**src/crc16fc_pkg.sv**
```systemverilog
// crc16fc_pkg: shared types, constants and the byte-wide crc-16/modbus update
// for the crc16 frame checker; no dependencies
`timescale 1ns / 1ps

package crc16fc_pkg;

    localparam logic [15:0] CRC_INIT = 16'hFFFF;
    localparam logic [15:0] CRC_POLY = 16'hA001;

    // error reply layout
    localparam logic [7:0] REPLY_MARK = 8'h3E;
    localparam logic [7:0] REPLY_LEN  = 8'd6;
    localparam int unsigned REPLY_IDX_W = 3;
    localparam logic [REPLY_IDX_W-1:0] RIDX_MARK   = 3'd0;
    localparam logic [REPLY_IDX_W-1:0] RIDX_LEN    = 3'd1;
    localparam logic [REPLY_IDX_W-1:0] RIDX_OPCODE = 3'd2;
    localparam logic [REPLY_IDX_W-1:0] RIDX_ZERO   = 3'd3;
    localparam logic [REPLY_IDX_W-1:0] RIDX_CRC_HI = 3'd4;
    localparam logic [REPLY_IDX_W-1:0] RIDX_CRC_LO = 3'd5;

    // action codes
    localparam logic [1:0] ACT_OTHER  = 2'd0;
    localparam logic [1:0] ACT_REBOOT = 2'd1;
    localparam logic [1:0] ACT_UPDATE = 2'd2;
    localparam logic [1:0] ACT_ERROR  = 2'd3;

    // configuration register indexes
    localparam logic [7:0] CFG_REBOOT = 8'd0;
    localparam logic [7:0] CFG_UPDATE = 8'd1;

    localparam logic [7:0] REBOOT_RESET = 8'd0;
    localparam logic [7:0] UPDATE_RESET = 8'd1;

    // frame byte counter, saturating
    localparam int unsigned CNT_W = 3;
    localparam logic [CNT_W-1:0] CNT_MAX = 3'd7;
    localparam logic [CNT_W-1:0] CNT_CRC_START = 3'd2;
    localparam logic [CNT_W-1:0] CNT_MIN_FRAME = 3'd4;

    // one byte into a reflected crc-16
    function automatic logic [15:0] crc_feed(input logic [15:0] crc_in, input logic [7:0] b);
        logic [15:0] c;
        c = crc_in ^ {8'h00, b};
        for (int i = 0; i < 8; i++)
        begin
            if (c[0])
                c = (c >> 1) ^ CRC_POLY;
            else
                c = c >> 1;
        end
        return c;
    endfunction

    // reply crc after the two fixed leading bytes
    localparam logic [15:0] REPLY_SEED = crc_feed(crc_feed(CRC_INIT, REPLY_MARK), REPLY_LEN);
    // reset values of the reply crc pipeline for the reset reboot opcode
    localparam logic [15:0] REPLY_MID_RESET = crc_feed(REPLY_SEED, REBOOT_RESET);
    localparam logic [15:0] REPLY_CRC_RESET = crc_feed(REPLY_MID_RESET, 8'h00);

    typedef struct packed {
        logic [7:0]  reboot_opcode;
        logic [7:0]  update_opcode;
        logic [15:0] reply_crc;
    } cfg_t;

    typedef struct packed {
        logic       error;
        logic [1:0] action;
    } verdict_t;

endpackage

```
**src/crc16_frame_checker_core.sv**
```systemverilog
// crc16_frame_checker_core: top level of the crc-16/modbus command frame checker
// depends on crc16fc_pkg, crc16fc_cfg, crc16fc_frame, crc16fc_reply
`timescale 1ns / 1ps

// Checks command frames one byte per beat with crc-16/modbus (init 0xFFFF,
// reflected poly 0xA001); the last two bytes carry the received crc, high
// byte first, and the byte at index 2 is the command. Frame bytes are taken
// at one per cycle while no verdict waits, the crc update of one byte sitting
// between the frame state registers. A good frame gives one result beat with
// the action, passing the verdict register and then the output register. A bad
// crc or a frame under four bytes gives a six-beat error reply ('>', 6, reboot
// opcode, 0, crc high, crc low); while that reply drains from the output
// register, at most one more verdict is held and input then stalls. The reply
// crc is recomputed through mid_reg and then crc_reg after the reboot opcode
// is written. No clearing pass after reset.

module crc16_frame_checker_core (
    input  logic        clk,
    input  logic        rst_n,
    // frame byte channel
    input  logic        in_valid,
    output logic        in_ready,
    input  logic [7:0]  frame_byte,
    input  logic        end_of_frame,
    // result channel
    output logic        out_valid,
    input  logic        out_ready,
    output logic [1:0]  action,
    output logic [7:0]  reply_byte,
    output logic        last_of_run,
    // configuration write channel
    input  logic        cfg_valid,
    output logic        cfg_ready,
    input  logic [7:0]  cfg_index,
    input  logic [7:0]  cfg_data
);

    crc16fc_pkg::cfg_t      cfg;
    crc16fc_pkg::verdict_t  verd;
    logic                   verd_valid;
    logic                   verd_ready;

    assign cfg_ready = 1'b1;

    // configuration registers
    crc16fc_cfg u_cfg (
        .clk      (clk),
        .rst_n    (rst_n),
        .wr_en    (cfg_valid),
        .wr_index (cfg_index),
        .wr_data  (cfg_data),
        .cfg      (cfg)
    );

    // frame crc and verdict
    crc16fc_frame u_frame (
        .clk          (clk),
        .rst_n        (rst_n),
        .in_valid     (in_valid),
        .in_ready     (in_ready),
        .frame_byte   (frame_byte),
        .end_of_frame (end_of_frame),
        .cfg          (cfg),
        .verd_valid   (verd_valid),
        .verd_ready   (verd_ready),
        .verd         (verd)
    );

    // result beats
    crc16fc_reply u_reply (
        .clk         (clk),
        .rst_n       (rst_n),
        .verd_valid  (verd_valid),
        .verd_ready  (verd_ready),
        .verd        (verd),
        .cfg         (cfg),
        .out_valid   (out_valid),
        .out_ready   (out_ready),
        .action      (action),
        .reply_byte  (reply_byte),
        .last_of_run (last_of_run)
    );

    // an error reply beat that is not the last is followed at once by the next
    assert property (@(posedge clk) disable iff (!rst_n)
        out_valid && out_ready && action == crc16fc_pkg::ACT_ERROR && !last_of_run
        |=> out_valid && action == crc16fc_pkg::ACT_ERROR)
        else $error("error reply beats not contiguous");

    // a command result is a single beat with a zero reply byte
    assert property (@(posedge clk) disable iff (!rst_n)
        out_valid && action != crc16fc_pkg::ACT_ERROR |-> last_of_run && reply_byte == 8'h00)
        else $error("command result malformed");

    // input is held off only while a verdict waits
    assert property (@(posedge clk) disable iff (!rst_n)
        !in_ready |-> verd_valid && !verd_ready)
        else $error("input stalled without a pending verdict");

    // a taken verdict starts a result beat on the next cycle
    assert property (@(posedge clk) disable iff (!rst_n)
        verd_valid && verd_ready |=> out_valid)
        else $error("verdict taken but no result beat");

endmodule

```
**src/crc16fc_cfg.sv**
```systemverilog
// crc16fc_cfg: opcode registers and the precomputed crc of the error reply
// depends on crc16fc_pkg
`timescale 1ns / 1ps

module crc16fc_cfg (
    input  logic                clk,
    input  logic                rst_n,
    input  logic                wr_en,
    input  logic [7:0]          wr_index,
    input  logic [7:0]          wr_data,
    output crc16fc_pkg::cfg_t   cfg
);

    logic [7:0]  reboot_reg;
    logic [7:0]  update_reg;
    logic [15:0] mid_reg;
    logic [15:0] crc_reg;

    // opcode writes
    always_ff @(posedge clk or negedge rst_n)
    begin
        if (!rst_n)
        begin
            reboot_reg <= crc16fc_pkg::REBOOT_RESET;
            update_reg <= crc16fc_pkg::UPDATE_RESET;
        end
        else if (wr_en)
        begin
            if (wr_index == crc16fc_pkg::CFG_REBOOT)
                reboot_reg <= wr_data;
            else if (wr_index == crc16fc_pkg::CFG_UPDATE)
                update_reg <= wr_data;
        end
    end

    // reply crc in two steps: opcode byte, then the zero byte
    always_ff @(posedge clk or negedge rst_n)
    begin
        if (!rst_n)
        begin
            mid_reg <= crc16fc_pkg::REPLY_MID_RESET;
            crc_reg <= crc16fc_pkg::REPLY_CRC_RESET;
        end
        else
        begin
            mid_reg <= crc16fc_pkg::crc_feed(crc16fc_pkg::REPLY_SEED, reboot_reg);
            crc_reg <= crc16fc_pkg::crc_feed(mid_reg, 8'h00);
        end
    end

    assign cfg.reboot_opcode = reboot_reg;
    assign cfg.update_opcode = update_reg;
    assign cfg.reply_crc     = crc_reg;

endmodule

```
**src/crc16fc_frame.sv**
```systemverilog
// crc16fc_frame: per-frame crc, held bytes, command capture and the end-of-frame verdict
// depends on crc16fc_pkg
`timescale 1ns / 1ps

module crc16fc_frame (
    input  logic                    clk,
    input  logic                    rst_n,
    input  logic                    in_valid,
    output logic                    in_ready,
    input  logic [7:0]              frame_byte,
    input  logic                    end_of_frame,
    input  crc16fc_pkg::cfg_t       cfg,
    output logic                    verd_valid,
    input  logic                    verd_ready,
    output crc16fc_pkg::verdict_t   verd
);

    logic [15:0]                        crc_reg, crc_next;
    logic [7:0]                         held0_reg, held0_next;
    logic [7:0]                         held1_reg, held1_next;
    logic [crc16fc_pkg::CNT_W-1:0]      count_reg, count_next;
    logic [7:0]                         cmd_reg, cmd_next;
    logic                               vld_reg, vld_next;
    crc16fc_pkg::verdict_t              verd_reg, verd_next;

    logic [15:0]                        crc_upd;
    logic [7:0]                         cmd_upd;
    logic [crc16fc_pkg::CNT_W-1:0]      count_upd;
    logic                               good;
    logic                               accept;

    assign in_ready = !vld_reg || verd_ready;
    assign accept   = in_valid && in_ready;

    // state update for one beat
    always_comb
    begin
        crc_upd   = (count_reg >= crc16fc_pkg::CNT_CRC_START)
                    ? crc16fc_pkg::crc_feed(crc_reg, held0_reg) : crc_reg;
        cmd_upd   = (count_reg == crc16fc_pkg::CNT_CRC_START) ? frame_byte : cmd_reg;
        count_upd = (count_reg == crc16fc_pkg::CNT_MAX)
                    ? count_reg : count_reg + crc16fc_pkg::CNT_W'(1);
        good      = (count_upd >= crc16fc_pkg::CNT_MIN_FRAME)
                    && ({held1_reg, frame_byte} == crc_upd);

        crc_next   = crc_reg;
        held0_next = held0_reg;
        held1_next = held1_reg;
        count_next = count_reg;
        cmd_next   = cmd_reg;
        vld_next   = vld_reg && !verd_ready;
        verd_next  = verd_reg;

        if (accept)
        begin
            if (end_of_frame)
            begin
                crc_next   = crc16fc_pkg::CRC_INIT;
                held0_next = 8'h00;
                held1_next = 8'h00;
                count_next = '0;
                cmd_next   = 8'h00;
                vld_next   = 1'b1;
                verd_next.error = !good;
                if (cmd_upd == cfg.reboot_opcode)
                    verd_next.action = crc16fc_pkg::ACT_REBOOT;
                else if (cmd_upd == cfg.update_opcode)
                    verd_next.action = crc16fc_pkg::ACT_UPDATE;
                else
                    verd_next.action = crc16fc_pkg::ACT_OTHER;
            end
            else
            begin
                crc_next   = crc_upd;
                held0_next = held1_reg;
                held1_next = frame_byte;
                count_next = count_upd;
                cmd_next   = cmd_upd;
            end
        end
    end

    // frame state and verdict slot
    always_ff @(posedge clk or negedge rst_n)
    begin
        if (!rst_n)
        begin
            crc_reg   <= crc16fc_pkg::CRC_INIT;
            held0_reg <= 8'h00;
            held1_reg <= 8'h00;
            count_reg <= '0;
            cmd_reg   <= 8'h00;
            vld_reg   <= 1'b0;
        end
        else
        begin
            crc_reg   <= crc_next;
            held0_reg <= held0_next;
            held1_reg <= held1_next;
            count_reg <= count_next;
            cmd_reg   <= cmd_next;
            vld_reg   <= vld_next;
        end
    end

    // verdict payload
    always_ff @(posedge clk)
    begin
        verd_reg <= verd_next;
    end

    assign verd_valid = vld_reg;
    assign verd       = verd_reg;

endmodule

```
**src/crc16fc_reply.sv**
```systemverilog
// crc16fc_reply: output register and the six-beat error reply sequencer
// depends on crc16fc_pkg
`timescale 1ns / 1ps

module crc16fc_reply (
    input  logic                    clk,
    input  logic                    rst_n,
    input  logic                    verd_valid,
    output logic                    verd_ready,
    input  crc16fc_pkg::verdict_t   verd,
    input  crc16fc_pkg::cfg_t       cfg,
    output logic                    out_valid,
    input  logic                    out_ready,
    output logic [1:0]              action,
    output logic [7:0]              reply_byte,
    output logic                    last_of_run
);

    logic                                   out_valid_reg, out_valid_next;
    logic [1:0]                             action_reg, action_next;
    logic [7:0]                             byte_reg, byte_next;
    logic                                   last_reg, last_next;
    logic                                   seq_reg, seq_next;
    logic [crc16fc_pkg::REPLY_IDX_W-1:0]    idx_reg, idx_next;
    logic [7:0]                             sel_byte;
    logic                                   slot_free;

    assign slot_free  = !out_valid_reg || out_ready;
    assign verd_ready = !seq_reg && slot_free;

    // error reply byte at the current index
    always_comb
    begin
        case (idx_reg)
            crc16fc_pkg::RIDX_MARK:   sel_byte = crc16fc_pkg::REPLY_MARK;
            crc16fc_pkg::RIDX_LEN:    sel_byte = crc16fc_pkg::REPLY_LEN;
            crc16fc_pkg::RIDX_OPCODE: sel_byte = cfg.reboot_opcode;
            crc16fc_pkg::RIDX_ZERO:   sel_byte = 8'h00;
            crc16fc_pkg::RIDX_CRC_HI: sel_byte = cfg.reply_crc[15:8];
            crc16fc_pkg::RIDX_CRC_LO: sel_byte = cfg.reply_crc[7:0];
            default:                  sel_byte = 8'h00;
        endcase
    end

    // load the next beat into the output register
    always_comb
    begin
        out_valid_next = out_valid_reg && !out_ready;
        action_next    = action_reg;
        byte_next      = byte_reg;
        last_next      = last_reg;
        seq_next       = seq_reg;
        idx_next       = idx_reg;

        if (seq_reg && slot_free)
        begin
            out_valid_next = 1'b1;
            action_next    = crc16fc_pkg::ACT_ERROR;
            byte_next      = sel_byte;
            last_next      = (idx_reg == crc16fc_pkg::RIDX_CRC_LO);
            seq_next       = (idx_reg != crc16fc_pkg::RIDX_CRC_LO);
            idx_next       = idx_reg + crc16fc_pkg::REPLY_IDX_W'(1);
        end
        else if (verd_valid && verd_ready)
        begin
            out_valid_next = 1'b1;
            if (verd.error)
            begin
                action_next = crc16fc_pkg::ACT_ERROR;
                byte_next   = crc16fc_pkg::REPLY_MARK;
                last_next   = 1'b0;
                seq_next    = 1'b1;
                idx_next    = crc16fc_pkg::RIDX_LEN;
            end
            else
            begin
                action_next = verd.action;
                byte_next   = 8'h00;
                last_next   = 1'b1;
            end
        end
    end

    // control
    always_ff @(posedge clk or negedge rst_n)
    begin
        if (!rst_n)
        begin
            out_valid_reg <= 1'b0;
            seq_reg       <= 1'b0;
            idx_reg       <= crc16fc_pkg::RIDX_MARK;
        end
        else
        begin
            out_valid_reg <= out_valid_next;
            seq_reg       <= seq_next;
            idx_reg       <= idx_next;
        end
    end

    // output payload
    always_ff @(posedge clk)
    begin
        action_reg <= action_next;
        byte_reg   <= byte_next;
        last_reg   <= last_next;
    end

    assign out_valid   = out_valid_reg;
    assign action      = action_reg;
    assign reply_byte  = byte_reg;
    assign last_of_run = last_reg;

endmodule

```
**config.mk**
```make
export PLATFORM = sky130hd
export DESIGN_NAME = crc16_frame_checker_core
export DESIGN_NICKNAME = d
export VERILOG_FILES = /design/src/crc16fc_pkg.sv /design/src/crc16_frame_checker_core.sv /design/src/crc16fc_cfg.sv /design/src/crc16fc_frame.sv /design/src/crc16fc_reply.sv
export SDC_FILE = /design/constraint.sdc
export NUM_CORES = 1
export LEC_CHECK = 0
export ABC_AREA = 1
export BUFFER_PORTS_ARGS = -buffer_cell sky130_fd_sc_hd__buf_2
export CORE_MARGIN = 10
export CORE_UTILIZATION = 65
export DETAILED_ROUTE_END_ITERATION = 7
export PLACE_DENSITY = 0.88
export SETUP_SLACK_MARGIN = 0.1
export SYNTH_ARGS = -nofsm -noshare
export SYNTH_HDL_FRONTEND = slang
export SYNTH_HIERARCHICAL = 1
export SYNTH_SLANG_ARGS = --single-unit
```
**constraint.sdc**
```tcl
create_clock -name clk -period 3.75 [get_ports clk]
set_input_delay 1.125 -clock clk [delete_from_list [all_inputs] [get_ports clk]]
set_output_delay 1.125 -clock clk [all_outputs]
set_load 0.01 [all_outputs]
```
== Yosys cells after proc, flatten, opt, wreduce, memory -nomap -nowiden ==
Index checks and enable logic that the tools add are counted.
Cells by class
  shift operators: 0
  multiplexer cells: 51
  multiply operators: 0
  bitwise operators: 27
  equal/unequal tests: 11
  reduce and logical (&&, ||, !) cells: 23
  add/sub/neg operators: 2
  order comparisons: 2
  div/mod/pow operators: 0
Operator list (count)
  2-to-1 mux 16 bit: 26
  inverter 2 -> 3 bit: 24
  2-to-1 mux 8 bit: 6
  one-hot mux 8 bit (5 select lines): 1
  == test 16 bit: 1
  == test 8 bit: 2
  XOR 16 x 8 -> 16 bit: 1
  2-to-1 mux 3 bit: 5
  2-to-1 mux 1 bit: 10
  == test 3 bit (second input constant): 3
  == test 8 x 1 -> 1 bit (second input constant): 1
  zero test 8 bit: 1
  logical AND 1 bit: 7
  inverter 3 -> 7 bit: 1
  adder 3 x 1 -> 3 bit (second input constant): 2
  == test 3 x 2 -> 1 bit (second input constant): 2
  zero test 1 bit: 6
  2-to-1 mux 6 bit: 1
  AND reduction 2 bit: 3
  2-to-1 mux 2 bit: 2
  nonzero test 2 bit: 2
  == test 3 x 1 -> 1 bit (second input constant): 1
  >= comparator 3 x 2 -> 1 bit (second input constant): 1
  >= comparator 3 bit (second input constant): 1
  5 further kinds: 6
Storage, ports and cells
  memory bits (writable): 0
  input bits: 30
  register bits: 111
  memories kept: 0
  ROM bits: 0
  logic and storage cells: 134
  output and inout port bits: 14
  bits in latches: 0

== Logic depth before layout (Yosys ltp) ==
Gate-level depths: netlist of the first run.
  word-level depth: 21
  depth in mapped cells: 18
  mapped depth without buffers: 17

== Hierarchy ==
Netlist of the first run, hierarchy kept.
By module, submodules not included
  crc16fc_frame: times used 1, area each 3030.4 µm², cells each 425
  crc16fc_cfg: times used 1, area each 1495.2 µm², cells each 154
  crc16fc_reply: times used 1, area each 933.4 µm², cells each 118
  crc16_frame_checker_core: times used 1, area each 11.3 µm², cells each 2

== Least setup slack after synthesis of the first run ==
OpenSTA, ideal clock, no wires.
  path kind: in2out
  start: input port out_ready
  end: output port in_ready
  slack: 1.132 ns
  arrival time: 1.493 ns
  cell stages on the path: 6
  cell sequence: inv_1 -> nand2_2 -> nand2_1 -> inv_1 -> inv_1 -> nand2_1
Between the ends
  longest elaborated chain between the ends: 3
Ends and longest elaborated chain
  start: declaration: line crc16_frame_checker_core.sv:27  | input logic out_ready,
  logical OR 1 bit: line crc16fc_reply.sv:28  | assign slot_free = !out_valid_reg || out_ready;
  logical AND 1 bit: line crc16fc_reply.sv:29  | assign verd_ready = !seq_reg && slot_free;
  via verd_ready: line crc16_frame_checker_core.sv:41  | logic verd_ready;
  logical OR 1 bit: line crc16fc_frame.sv:32  | assign in_ready = !vld_reg || verd_ready;
  end: declaration: line crc16_frame_checker_core.sv:22  | output logic in_ready,
The timed path passes the listed nets, and every way through them passes these cells.

== Worst setup path in the final report of the first run ==
Ends and elaborated chain as after synthesis.

==> results of run 1 <==
[where the power goes]
part / switching, mW / internal (mW) / total [mW] / leakage [nW]
registers: 0.240 / 1.54 / 1.78 / 1.15
logic: 1.70 / 0.838 / 2.54 / 1.90
clock network: 0.433 / 0.265 / 0.698 / 0.101
[cells in the mapped netlist, drive strengths merged, types with 6 or more instances]
cell type,number
dfstp,28
buf,15
nand2,279
nand3,74
nor2,23
inv,82
ha,6
edfxtp,12
xnor2,10
dfrtp,58
xor2,13
clkbuf,6
o21ai,27
a22o,6
a21oi,10
o22ai,21
[cell families after synthesis]
kind of cell               Yosys count  share of synthesized area (%)
AOI/OAI and AO/OA                   73                           8.28
xor gates and xnor gates            23                           3.68
adders and majority gates            6                           1.37
buffers and inverters              105                           8.35
DFF                                100                           47.3
other                                3                          0.206
and+or+nand+nor                    389                           30.8
[per-layer routing]
metal	wire length, µm	track usage [%]	vias to the layer above	share of wire [%]
met5	0	0	-	0
met3	1130	5.21	28	9.0
li1	-	-	2292	-
met4	254	7.11	0	2.0
met1	5450	25.2	2224	43
met2	5790	31.9	224	46
[final cells by class]
cell class	instances	area, µm²
multi-input cells	497	2440
repair buffers	45	235
well taps	105	131
inverters	84	315
flip-flops and latches	100	2590
fillers	620	2310
clock inverters	7	73.8
clock buffers	9	124
[stage by stage]
step	hold WS [ns]	util (%)
after floorplan	0.331	-
after global placement	0.333	69.5
after detailed placement	0.339	69.5
after CTS	0.359	71.9
after global routing	0.359	71.9
final	0.362	71.9
[how the worst max path moves through the flow]
stage / endpoint / cells after the start / slack (ns) / from
3_5_place_dp: u_frame/count_reg[0] / 13 / 0.68 / out_ready
4_1_cts: in_ready / 8 / 0.87 / out_ready
5_1_grt: in_ready / 8 / 0.82 / out_ready
2_1_floorplan: in_ready / 6 / 1.13 / out_ready
6_report: in_ready / 8 / 0.86 / out_ready
3_3_place_gp: u_frame/count_reg[0] / 13 / 0.81 / out_ready
==> results by group, run 1 <==
Outcome
  • Outcome: complete, no violations

Floorplanning
  • CORE AREA: 0.00822 mm²
  • Initial core utilization: 66.6%
  • I/O pin count: 44
  • Die outline width: 112 µm
  • Die area: 0.0125 mm²
  • # rows: 33
  • Die height: 112 µm

Placement
  • HPWL Detailed: 9070 µm
  • Gpl congestion: 0.881
  • DP Worst Slack: 0.678 ns
  • Dpl cell area: 0.00571 mm²
  • IO buf count: 42
  • Placed Cells: 831

STA
  • Period utilisation layout: 77.1%
  • PnR worst setup slack: 0.859 ns
  • Total negative slack: 0 ns
  • Minimum clock period: 2.89 ns
  • Unrepaired setup endpoints after global routing: false
  • Slew headroom: 30.0%
  • Fin. max-slew vios: 0
  • Worst slew pin tran: 1.05 ns
  • Final hold violations: 0
  • Final setup viols: 0
  • Skew final: 0.0102 ns
  • Max Fclk: 346 MHz

Cells and area
  • Layout cells sized above 1: 15.5%
  • Antenna diode count: 0
  • Most common cell after layout, fill and taps aside: nand2_1
  • Post-Layout Inst Area: 0.00590 mm²
  • Syn-to-layout area delta: 7.94%
  • Commonest cells after routing, fill and taps aside: nand2_1 (270), inv_1 (77), nand3_1 (74)
  • Layout Cells excl Fill: 847
  • Final nets: 773
  • Max reg flops: 16

Synthesis
  • Mapped Area: 0.00547 mm²
  • Synth cell types: 42
  • Number of synthesized flops with an enable pin: 12
  • Synth top area share: 26.5%
  • Ys async rst share: 86.0%
  • Post-synthesis sequential area ratio: 47.3%
  • Syn Area/Cell: 7.83 µm²
  • Synth area leaders: dfrtp_1 (27%), nand2_1 (19%), dfstp_2 (13%)
  • Yosys top cell by area: dfrtp_1
  • Seq cells post-synth: 100
  • Yosys warning count: 6
  • Syn Inst Count: 699
  • Top FF cell, synth: dfrtp_1

Critical path
  • CP Max Fanout: 4
  • Kind of critical path: in -> out
  • Worst r2r path cells: 15
  • WP buf/inv: 5
  • CP top delay family: buffers and inverters
  • Worst path cell trace: buf_2 > inv_1 > nand2_2 > nand2_1 > inv_1 > inv_1 > nand2_1 > buf_2
  • Critical path's most frequent cell: inv_1
  • R2R Setup Slk: 1.12 ns
  • Critical Path AT: 1.77 ns
  • CP max stage delay: 0.16 ns
  • CP Launch Type: input pin
  • R2r endpoint: u_frame/verd[2]
  • Reg2reg start: u_frame/count_reg[1]
  • Critical Path Sink Type: primary output
  • Required time of the critical path: 2.62 ns
  • CP max-delay cell: buf_2

Power
  • Peak VDD IR: 369 µV
  • Leak pwr: 3.15 nW
  • P per Cell Area: 850 mW/mm²
  • Total power: 5.02 mW

Clocking
  • CTS H-tree depth: 3
  • Worst skew pair latency: 0.38 ns
  • CTS clock-pin slew for the worst setup and hold paths: 0.11 ns
  • CTS Hold Bufs: 0
  • Longest Clk Path Bufs: 2
  • CTS root buffer: clkbuf_8
  • CTS tree: yes
  • Post-CTS resize count: 0
  • Total setup buffers inserted after CTS: 0
  • Num CTS Buffers: 9
  • # clock sinks: 100

Drt
  • Initial drt markers: 417
  • DRT Pass-1 Iters: 5
  • Routed wire length: 12,600 µm
  • Post-route ant nets: 0
  • Vias per cell: 5.63
  • Vias: 4,768
  • Drt wl/cell: 14.9 µm
  • DR DRC count: 0

Hold path
  • Hold path cells: 0
  • Class of the worst hold path: reg -> reg
  • Hold Startpoint: u_cfg/mid_reg[10]
  • Hold Crit Endpoint: u_cfg/crc_reg[2]

Global route
  • GR Overflow Total: 0
  • Initial antenna violation count: 0
  • Gr usage total: 19.8%
  • First-pass GRT wire length: 21,100 µm
  • Vias in the first global route: 4,536
  • Pin count of the biggest net entering global routing: 87

Run
  • Max_cap viols: 0
Note: power is estimated with default switching activity, not from simulation.
==> run 2, diff against run 1 <==
--- a/config.mk
+++ b/config.mk
@@ -8,9 +8,9 @@
 export ABC_AREA = 1
 export BUFFER_PORTS_ARGS = -buffer_cell sky130_fd_sc_hd__buf_2
 export CORE_MARGIN = 10
-export CORE_UTILIZATION = 65
+export CORE_UTILIZATION = 54
 export DETAILED_ROUTE_END_ITERATION = 7
-export PLACE_DENSITY = 0.88
+export PLACE_DENSITY = 0.78
 export SETUP_SLACK_MARGIN = 0.1
 export SYNTH_ARGS = -nofsm -noshare
 export SYNTH_HDL_FRONTEND = slang
==> constraint.sdc (replaced) <==
create_clock -name clk -period 2.4 [get_ports clk]
set_input_delay 0.72 -clock clk [delete_from_list [all_inputs] [get_ports clk]]
set_output_delay 0.72 -clock clk [all_outputs]
set_load 0.01 [all_outputs]
==> results by group, run 2 (synthesis gave the netlist of run 1 again) <==
Cells and area
  • Final nets: 794 (+2.7%)
  • Syn-to-layout area delta: 13.9%
  • Layout Cells excl Fill: 896 (+5.8%)
  • Most common cell after layout, fill and taps aside: nand2_1
  • Layout cells sized above 1: 19.4% (+3.9 points)
  • Commonest cells after routing, fill and taps aside: nand2_1 (267), inv_1 (77), nand3_1 (74)
  • Max reg flops: 16 (unchanged)
  • Fin util: 63.5% (-8.4 points)
  • Antenna diode count: 0 (unchanged)

Critical path
  • Kind of critical path: reg -> reg
  • Critical Path AT: 2.42 ns (+0.65 ns)
  • CP Launch Type: flop
  • R2R Setup Slk: 0.11 ns (-1.01 ns)
  • CP Max Fanout: 16 (+12)
  • Required time of the critical path: 2.53 ns (-0.09 ns)
  • Critical Path Sink Type: flop

Clocking
  • CTS Hold Bufs: 0 (unchanged)
  • # clock sinks: 100 (unchanged)
  • CTS clock-pin slew for the worst setup and hold paths: 0.10 ns (about the same)
  • CTS tree: yes
  • Worst skew pair latency: 0.37 ns (about the same)
  • CTS root buffer: clkbuf_8
  • CTS H-tree depth: 3 (unchanged)
  • Longest Clk Path Bufs: 2 (unchanged)
  • Num CTS Buffers: 9 (unchanged)

Drt
  • Vias: 4,801 (+0.69%)
  • Post-route ant nets: 0 (unchanged)
  • DRT Pass-1 Iters: 5 (unchanged)
  • Initial drt markers: 444 (+6.5%)
  • Routed wire length: 12,900 µm (+2.2%)
  • Met2 wire length: 5910 µm (+2.1%)
  • Uppermost layer routed: met4
  • Met1 WL: 5840 µm (+7.1%)
  • Vias per cell: 5.36 (-4.8%)
  • Met3 WL: 926 µm (-18%)
  • Drt wl/cell: 14.4 µm (-3.4%)
  • DR DRC count: 0 (unchanged)

STA
  • Fin. max-slew vios: 0 (unchanged)
  • Unrepaired setup endpoints after global routing: true
  • Skew final: 0.00894 ns (-0.00122 ns)
  • Minimum clock period: 2.29 ns
  • Period utilisation layout: 95.3%
  • PnR worst setup slack: 0.113 ns (-0.746 ns)
  • Final setup viols: 0 (unchanged)
  • Slew headroom: 65.6% (+36 points)
  • Worst slew pin tran: 0.517 ns (-0.533 ns)
  • Max Fclk: 437 MHz
  • Final hold violations: 0 (unchanged)

Power
  • Leak pwr: 3.30 nW (+4.7%)
  • Peak VDD IR: 539 µV (+46%)
  • P per Cell Area: 1310 mW/mm² (+54%)

Outcome
  • Outcome: complete, no violations

Placement
  • Gpl congestion: 0.950 (+7.9%)
  • IO buf count: 42 (unchanged)
  • DP Worst Slack: 0.121 ns (-0.557 ns)
  • HPWL Detailed: 9170 µm (+1.1%)
  • Placed Cells: 869 (+4.6%)

Global route
  • Gr usage total: 17.2% (-2.7 points)
  • GR Overflow Total: 0 (unchanged)
  • Vias in the first global route: 4,391 (-3.2%)
  • Pin count of the biggest net entering global routing: 41 (-53%)
  • First-pass GRT wire length: 20,700 µm (-1.9%)
  • Initial antenna violation count: 0 (unchanged)

Floorplanning
  • Die height: 121 µm (+8.0%)
  • Initial core utilization: 55.7% (-11 points)
  • CORE AREA: 0.00982 mm² (+20%)
  • I/O pin count: 44 (unchanged)
  • # rows: 36 (+9.1%)
  • Die area: 0.0146 mm² (+17%)
  • Die outline width: 121 µm (+8.0%)

Hold path
  • Class of the worst hold path: in -> async

Run
  • Max_cap viols: 0 (unchanged)
## run 2: cell count changes in the layout (fill, tap and decap cells not counted), moves of 2 or more
cell     before  now
xnor2_2       0    2
xnor2_1      10    8
o21ai_1       7    4
nand2_1     270  267
buf_12        0    4
buf_4         4   18
inv_2         5    3
nand2_2       5    8
o21ai_4       0    3
## run 2: cell type report
type | instances | area [µm²]
Fill cell | 844 | 3590
Sequential cell | 100 | 2590
Multi-Input combinational cell | 499 | 2530
Timing Repair Buffer | 64 | 432
Inverter | 84 | 323
Tap cell | 133 | 166
Clock buffer | 9 | 124
Clock inverter | 7 | 65.1
## run 2: final timing paths
check | cells after the start | start | end
worst max-delay path | 10 | u_frame/count_reg[0] | u_frame/verd[1]
min in group clk | 0 | u_cfg/mid_reg[9] | u_cfg/crc_reg[1]
worst min-delay path | 1 | rst_n | u_cfg/update_reg[7]
worst min register to register | 0 | u_cfg/mid_reg[9] | u_cfg/crc_reg[1]
max in group asynchronous | 2 | rst_n | u_frame/crc_reg[9]
worst max register to register | 10 | u_frame/count_reg[0] | u_frame/verd[1]
## run 2: critical path: stages (launching register included)
cell      delay, ns
dfrtp_1        0.43
inv_1          0.07
ha_2           0.19
clkinv_4       0.11
or2_4          0.25
buf_12         0.16
o21ai_4        0.22
xnor2_2        0.14
nand4_1        0.14
nor4_4         0.27
nor2_1         0.07
## run 2: metrics by stage
step           cell area [µm²]  hold WS (ns)  power, mW   TNS, ns
4_1_cts                   6030         0.327       7.75         0
5_1_grt                   6230         0.323       8.87  -0.00678
3_5_place_dp              5840         0.335       6.68         0
2_1_floorplan             5480         0.331       5.78         0
6_report                  6230         0.304       8.18         0
3_3_place_gp              5840         0.331       6.55         0
## run 2: what timing repair did
| action | 4_1_cts | 5_1_grt |
|---|---|---|
| setup buffers | 0 | 9 |
| resized for setup | 0 | 24 |
| endpoints found under the setup margin | 0 | 2 |
## run 2: routing by layer
metal | GRT usage, % | vias up
met2 | 26.8 | 196
met1 | 22.9 | 2232
met3 | 4.05 | 20
met5 | 0 | -
li1 | - | 2353
met4 | 5.73 | 0
## run 2: power by group
group	internal, mW	switching [mW]	leakage [nW]
logic	1.61	2.72	2.05
registers	2.41	0.394	1.15
clock network	0.407	0.642	0.0999
total	4.43	3.75	3.30
==> run 3, diff against run 2 <==
--- a/config.mk
+++ b/config.mk
@@ -7,11 +7,11 @@
 export LEC_CHECK = 0
 export ABC_AREA = 1
 export BUFFER_PORTS_ARGS = -buffer_cell sky130_fd_sc_hd__buf_2
-export CORE_MARGIN = 10
 export CORE_UTILIZATION = 54
 export DETAILED_ROUTE_END_ITERATION = 7
 export PLACE_DENSITY = 0.78
 export SETUP_SLACK_MARGIN = 0.1
+export SLEW_MARGIN = 30
 export SYNTH_ARGS = -nofsm -noshare
 export SYNTH_HDL_FRONTEND = slang
 export SYNTH_HIERARCHICAL = 1
==> results by group, run 3 (synthesis gave the netlist of run 1 again) <==
STA
  • Max Fclk: 441 MHz (+0.87%)
  • Total negative slack: 0 ns (unchanged)
  • Minimum clock period: 2.27 ns (-0.0197 ns)
  • Period utilisation layout: 94.5% (-0.82 points)
  • Fin. max-slew vios: 0 (unchanged)
  • Worst slew pin tran: 0.500 ns (-0.0164 ns)
  • Final hold violations: 0 (unchanged)
  • Unrepaired setup endpoints after global routing: true
  • Slew headroom: 66.7% (+1.1 points)
  • Final setup viols: 0 (unchanged)
  • Skew final: 0.0102 ns (+0.00126 ns)

Cells and area
  • Final nets: 790 (-0.50%)
  • Syn-to-layout area delta: 12.7%
  • Max reg flops: 16 (unchanged)
  • Layout cells sized above 1: 18.7% (-0.69 points)
  • Antenna diode count: 0 (unchanged)
  • Fin util: 63.1% (-0.39 points)
  • Commonest cells after routing, fill and taps aside: nand2_1 (268), inv_1 (76), nand3_1 (74)
  • Most common cell after layout, fill and taps aside: nand2_1
  • Layout Cells excl Fill: 892 (-0.45%)

Drt
  • Routed wire length: 12,400 µm (-3.6%)
  • Post-route ant nets: 0 (unchanged)
  • Vias per cell: 5.33 (-0.53%)
  • DRT Pass-1 Iters: 5 (unchanged)
  • Drt wl/cell: 13.9 µm (-3.2%)
  • Vias: 4,754 (-0.98%)
  • DR DRC count: 0 (unchanged)
  • Initial drt markers: 353 (-20%)

Floorplanning
  • Initial core utilization: 56.0% (+0.26 points)
  • Die height: 103 µm (-15%)
  • # rows: 36 (unchanged)
  • Die outline width: 103 µm (-15%)
  • CORE AREA: 0.00977 mm² (-0.46%)
  • I/O pin count: 44 (unchanged)
  • Die area: 0.0105 mm² (-28%)

Outcome
  • Outcome: complete, no violations

Power
  • Total power: 8.02 mW (-2.0%)
  • P per Cell Area: 1300 mW/mm² (-0.92%)
  • Leak pwr: 3.25 nW (-1.5%)
  • Peak VDD IR: 483 µV (-10%)

Clocking
  • CTS clock-pin slew for the worst setup and hold paths: 0.09 ns (about the same)
  • Num CTS Buffers: 9 (unchanged)
  • CTS tree: yes
  • CTS Hold Bufs: 0 (unchanged)
  • CTS H-tree depth: 3 (unchanged)
  • # clock sinks: 100 (unchanged)
  • Worst skew pair latency: 0.37 ns (about the same)
  • Longest Clk Path Bufs: 2 (unchanged)
  • CTS root buffer: clkbuf_8

Placement
  • Gpl congestion: 0.885 (-6.8%)
  • HPWL Detailed: 9040 µm (-1.4%)
  • Placed Cells: 870 (+0.12%)
  • IO buf count: 42 (unchanged)

Critical path
  • CP top delay family: simple AND/OR/NAND/NOR gates
  • Required time of the critical path: 2.53 ns (about the same)
  • CP Launch Type: flop
  • Critical Path Sink Type: flop
  • Kind of critical path: reg -> reg
  • WP buf/inv: 4 (+1)
  • CP max-delay cell: dfrtp_1
  • Worst path cell trace: inv_2 > ha_4 > inv_6 > or2_1 > buf_8 > buf_4 > o21ai_2 > xor2_1 > nor4_4 > nor2_1
  • CP Max Fanout: 7 (-9)
  • Critical Path AT: 2.40 ns (-0.02 ns)
  • CP max stage delay: 0.42 ns (about the same)

Global route
  • Gr usage total: 25.0% (+7.8 points)
  • Vias in the first global route: 4,378 (-0.30%)
  • Pin count of the biggest net entering global routing: 32 (-22%)
  • First-pass GRT wire length: 20,100 µm (-2.9%)
  • Initial antenna violation count: 0 (unchanged)
  • GR Overflow Total: 0 (unchanged)

Run
  • Max_cap viols: 0 (unchanged)

Hold path
  • Class of the worst hold path: in -> async
-- run 3: changes by cell type in the layout (fill, tap and decap cells not counted), sizes merged --
cell	before	now
buf	64	60
clkinvlp	0	1
nand2	280	279
inv	86	85
clkbuf	9	10
-- run 3: final cells by class --
type	instances	area [µm²]
inverter	84	323
multi-input combinational	498	2520
timing repair buffer	60	379
clock inverter	6	45.0
tap	133	166
clock buffer	10	138
sequential	100	2590
fill	837	3610
timing repair inverter	1	7.51
-- run 3: worst register-to-register path, cell delays in order (launching register included) --
cell	delay [ns]
dfrtp_1	0.42
inv_2	0.08
ha_4	0.15
inv_6	0.05
or2_1	0.26
buf_8	0.15
buf_4	0.15
o21ai_2	0.22
xor2_1	0.16
nor4_4	0.32
nor2_1	0.07
-- run 3: worst paths after layout --
check | start | to | slack, ns | cells past startpoint
worst min-delay path | rst_n | u_cfg/reboot_reg[0] | 0.27 | 1
min in group clk | u_cfg/mid_reg[13] | u_cfg/crc_reg[5] | 0.36 | 0
worst max-delay path | u_frame/count_reg[0] | u_frame/verd[1] | 0.13 | 10
max in group asynchronous | rst_n | u_frame/crc_reg[13] | 1.49 | 2
worst max register to register | u_frame/count_reg[0] | u_frame/verd[1] | 0.13 | 10
worst min register to register | u_cfg/mid_reg[13] | u_cfg/crc_reg[5] | 0.36 | 0
-- run 3: what timing repair did --
| action | in CTS | in global routing |
|---|---|---|
| buffers inserted | 0 | 5 |
| endpoints found under the setup margin | 1 | 2 |
| pin swaps | 0 | 6 |
| resized for setup | 1 | 25 |
| cloned | 0 | 2 |
| hold endpoints to repair | 0 | 0 |
-- run 3: report_power, final --
part / internal [mW] / switching, mW / leakage (nW)
clock: 0.415 / 0.591 / 0.0974
sequential: 2.41 / 0.401 / 1.15
combinational: 1.53 / 2.67 / 2.00
total: 4.36 / 3.66 / 3.25
-- run 3: per-layer routing --
| layer | track usage (%) | up-vias | share of wire [%] |
|---|---|---|---|
| li1 | - | 2329 | - |
| met1 | 35.0 | 2222 | 46 |
| met2 | 39.5 | 182 | 46 |
| met3 | 4.34 | 21 | 5.6 |
| met4 | 8.13 | 0 | 1.7 |
| met5 | 0 | - | 0 |
-- run 3: through the flow --
| stage | area (µm²) | hold WS (ns) | setup WS (ns) |
|---|---|---|---|
| 5_1_grt | 6160 | 0.283 | -0.0225 |
| 3_5_place_dp | 5840 | 0.336 | 0.0784 |
| 3_3_place_gp | 5840 | 0.333 | 0.161 |
| 4_1_cts | 6020 | 0.266 | 0.105 |
| 6_report | 6160 | 0.266 | 0.132 |
| 2_1_floorplan | 5480 | 0.331 | 0.209 |
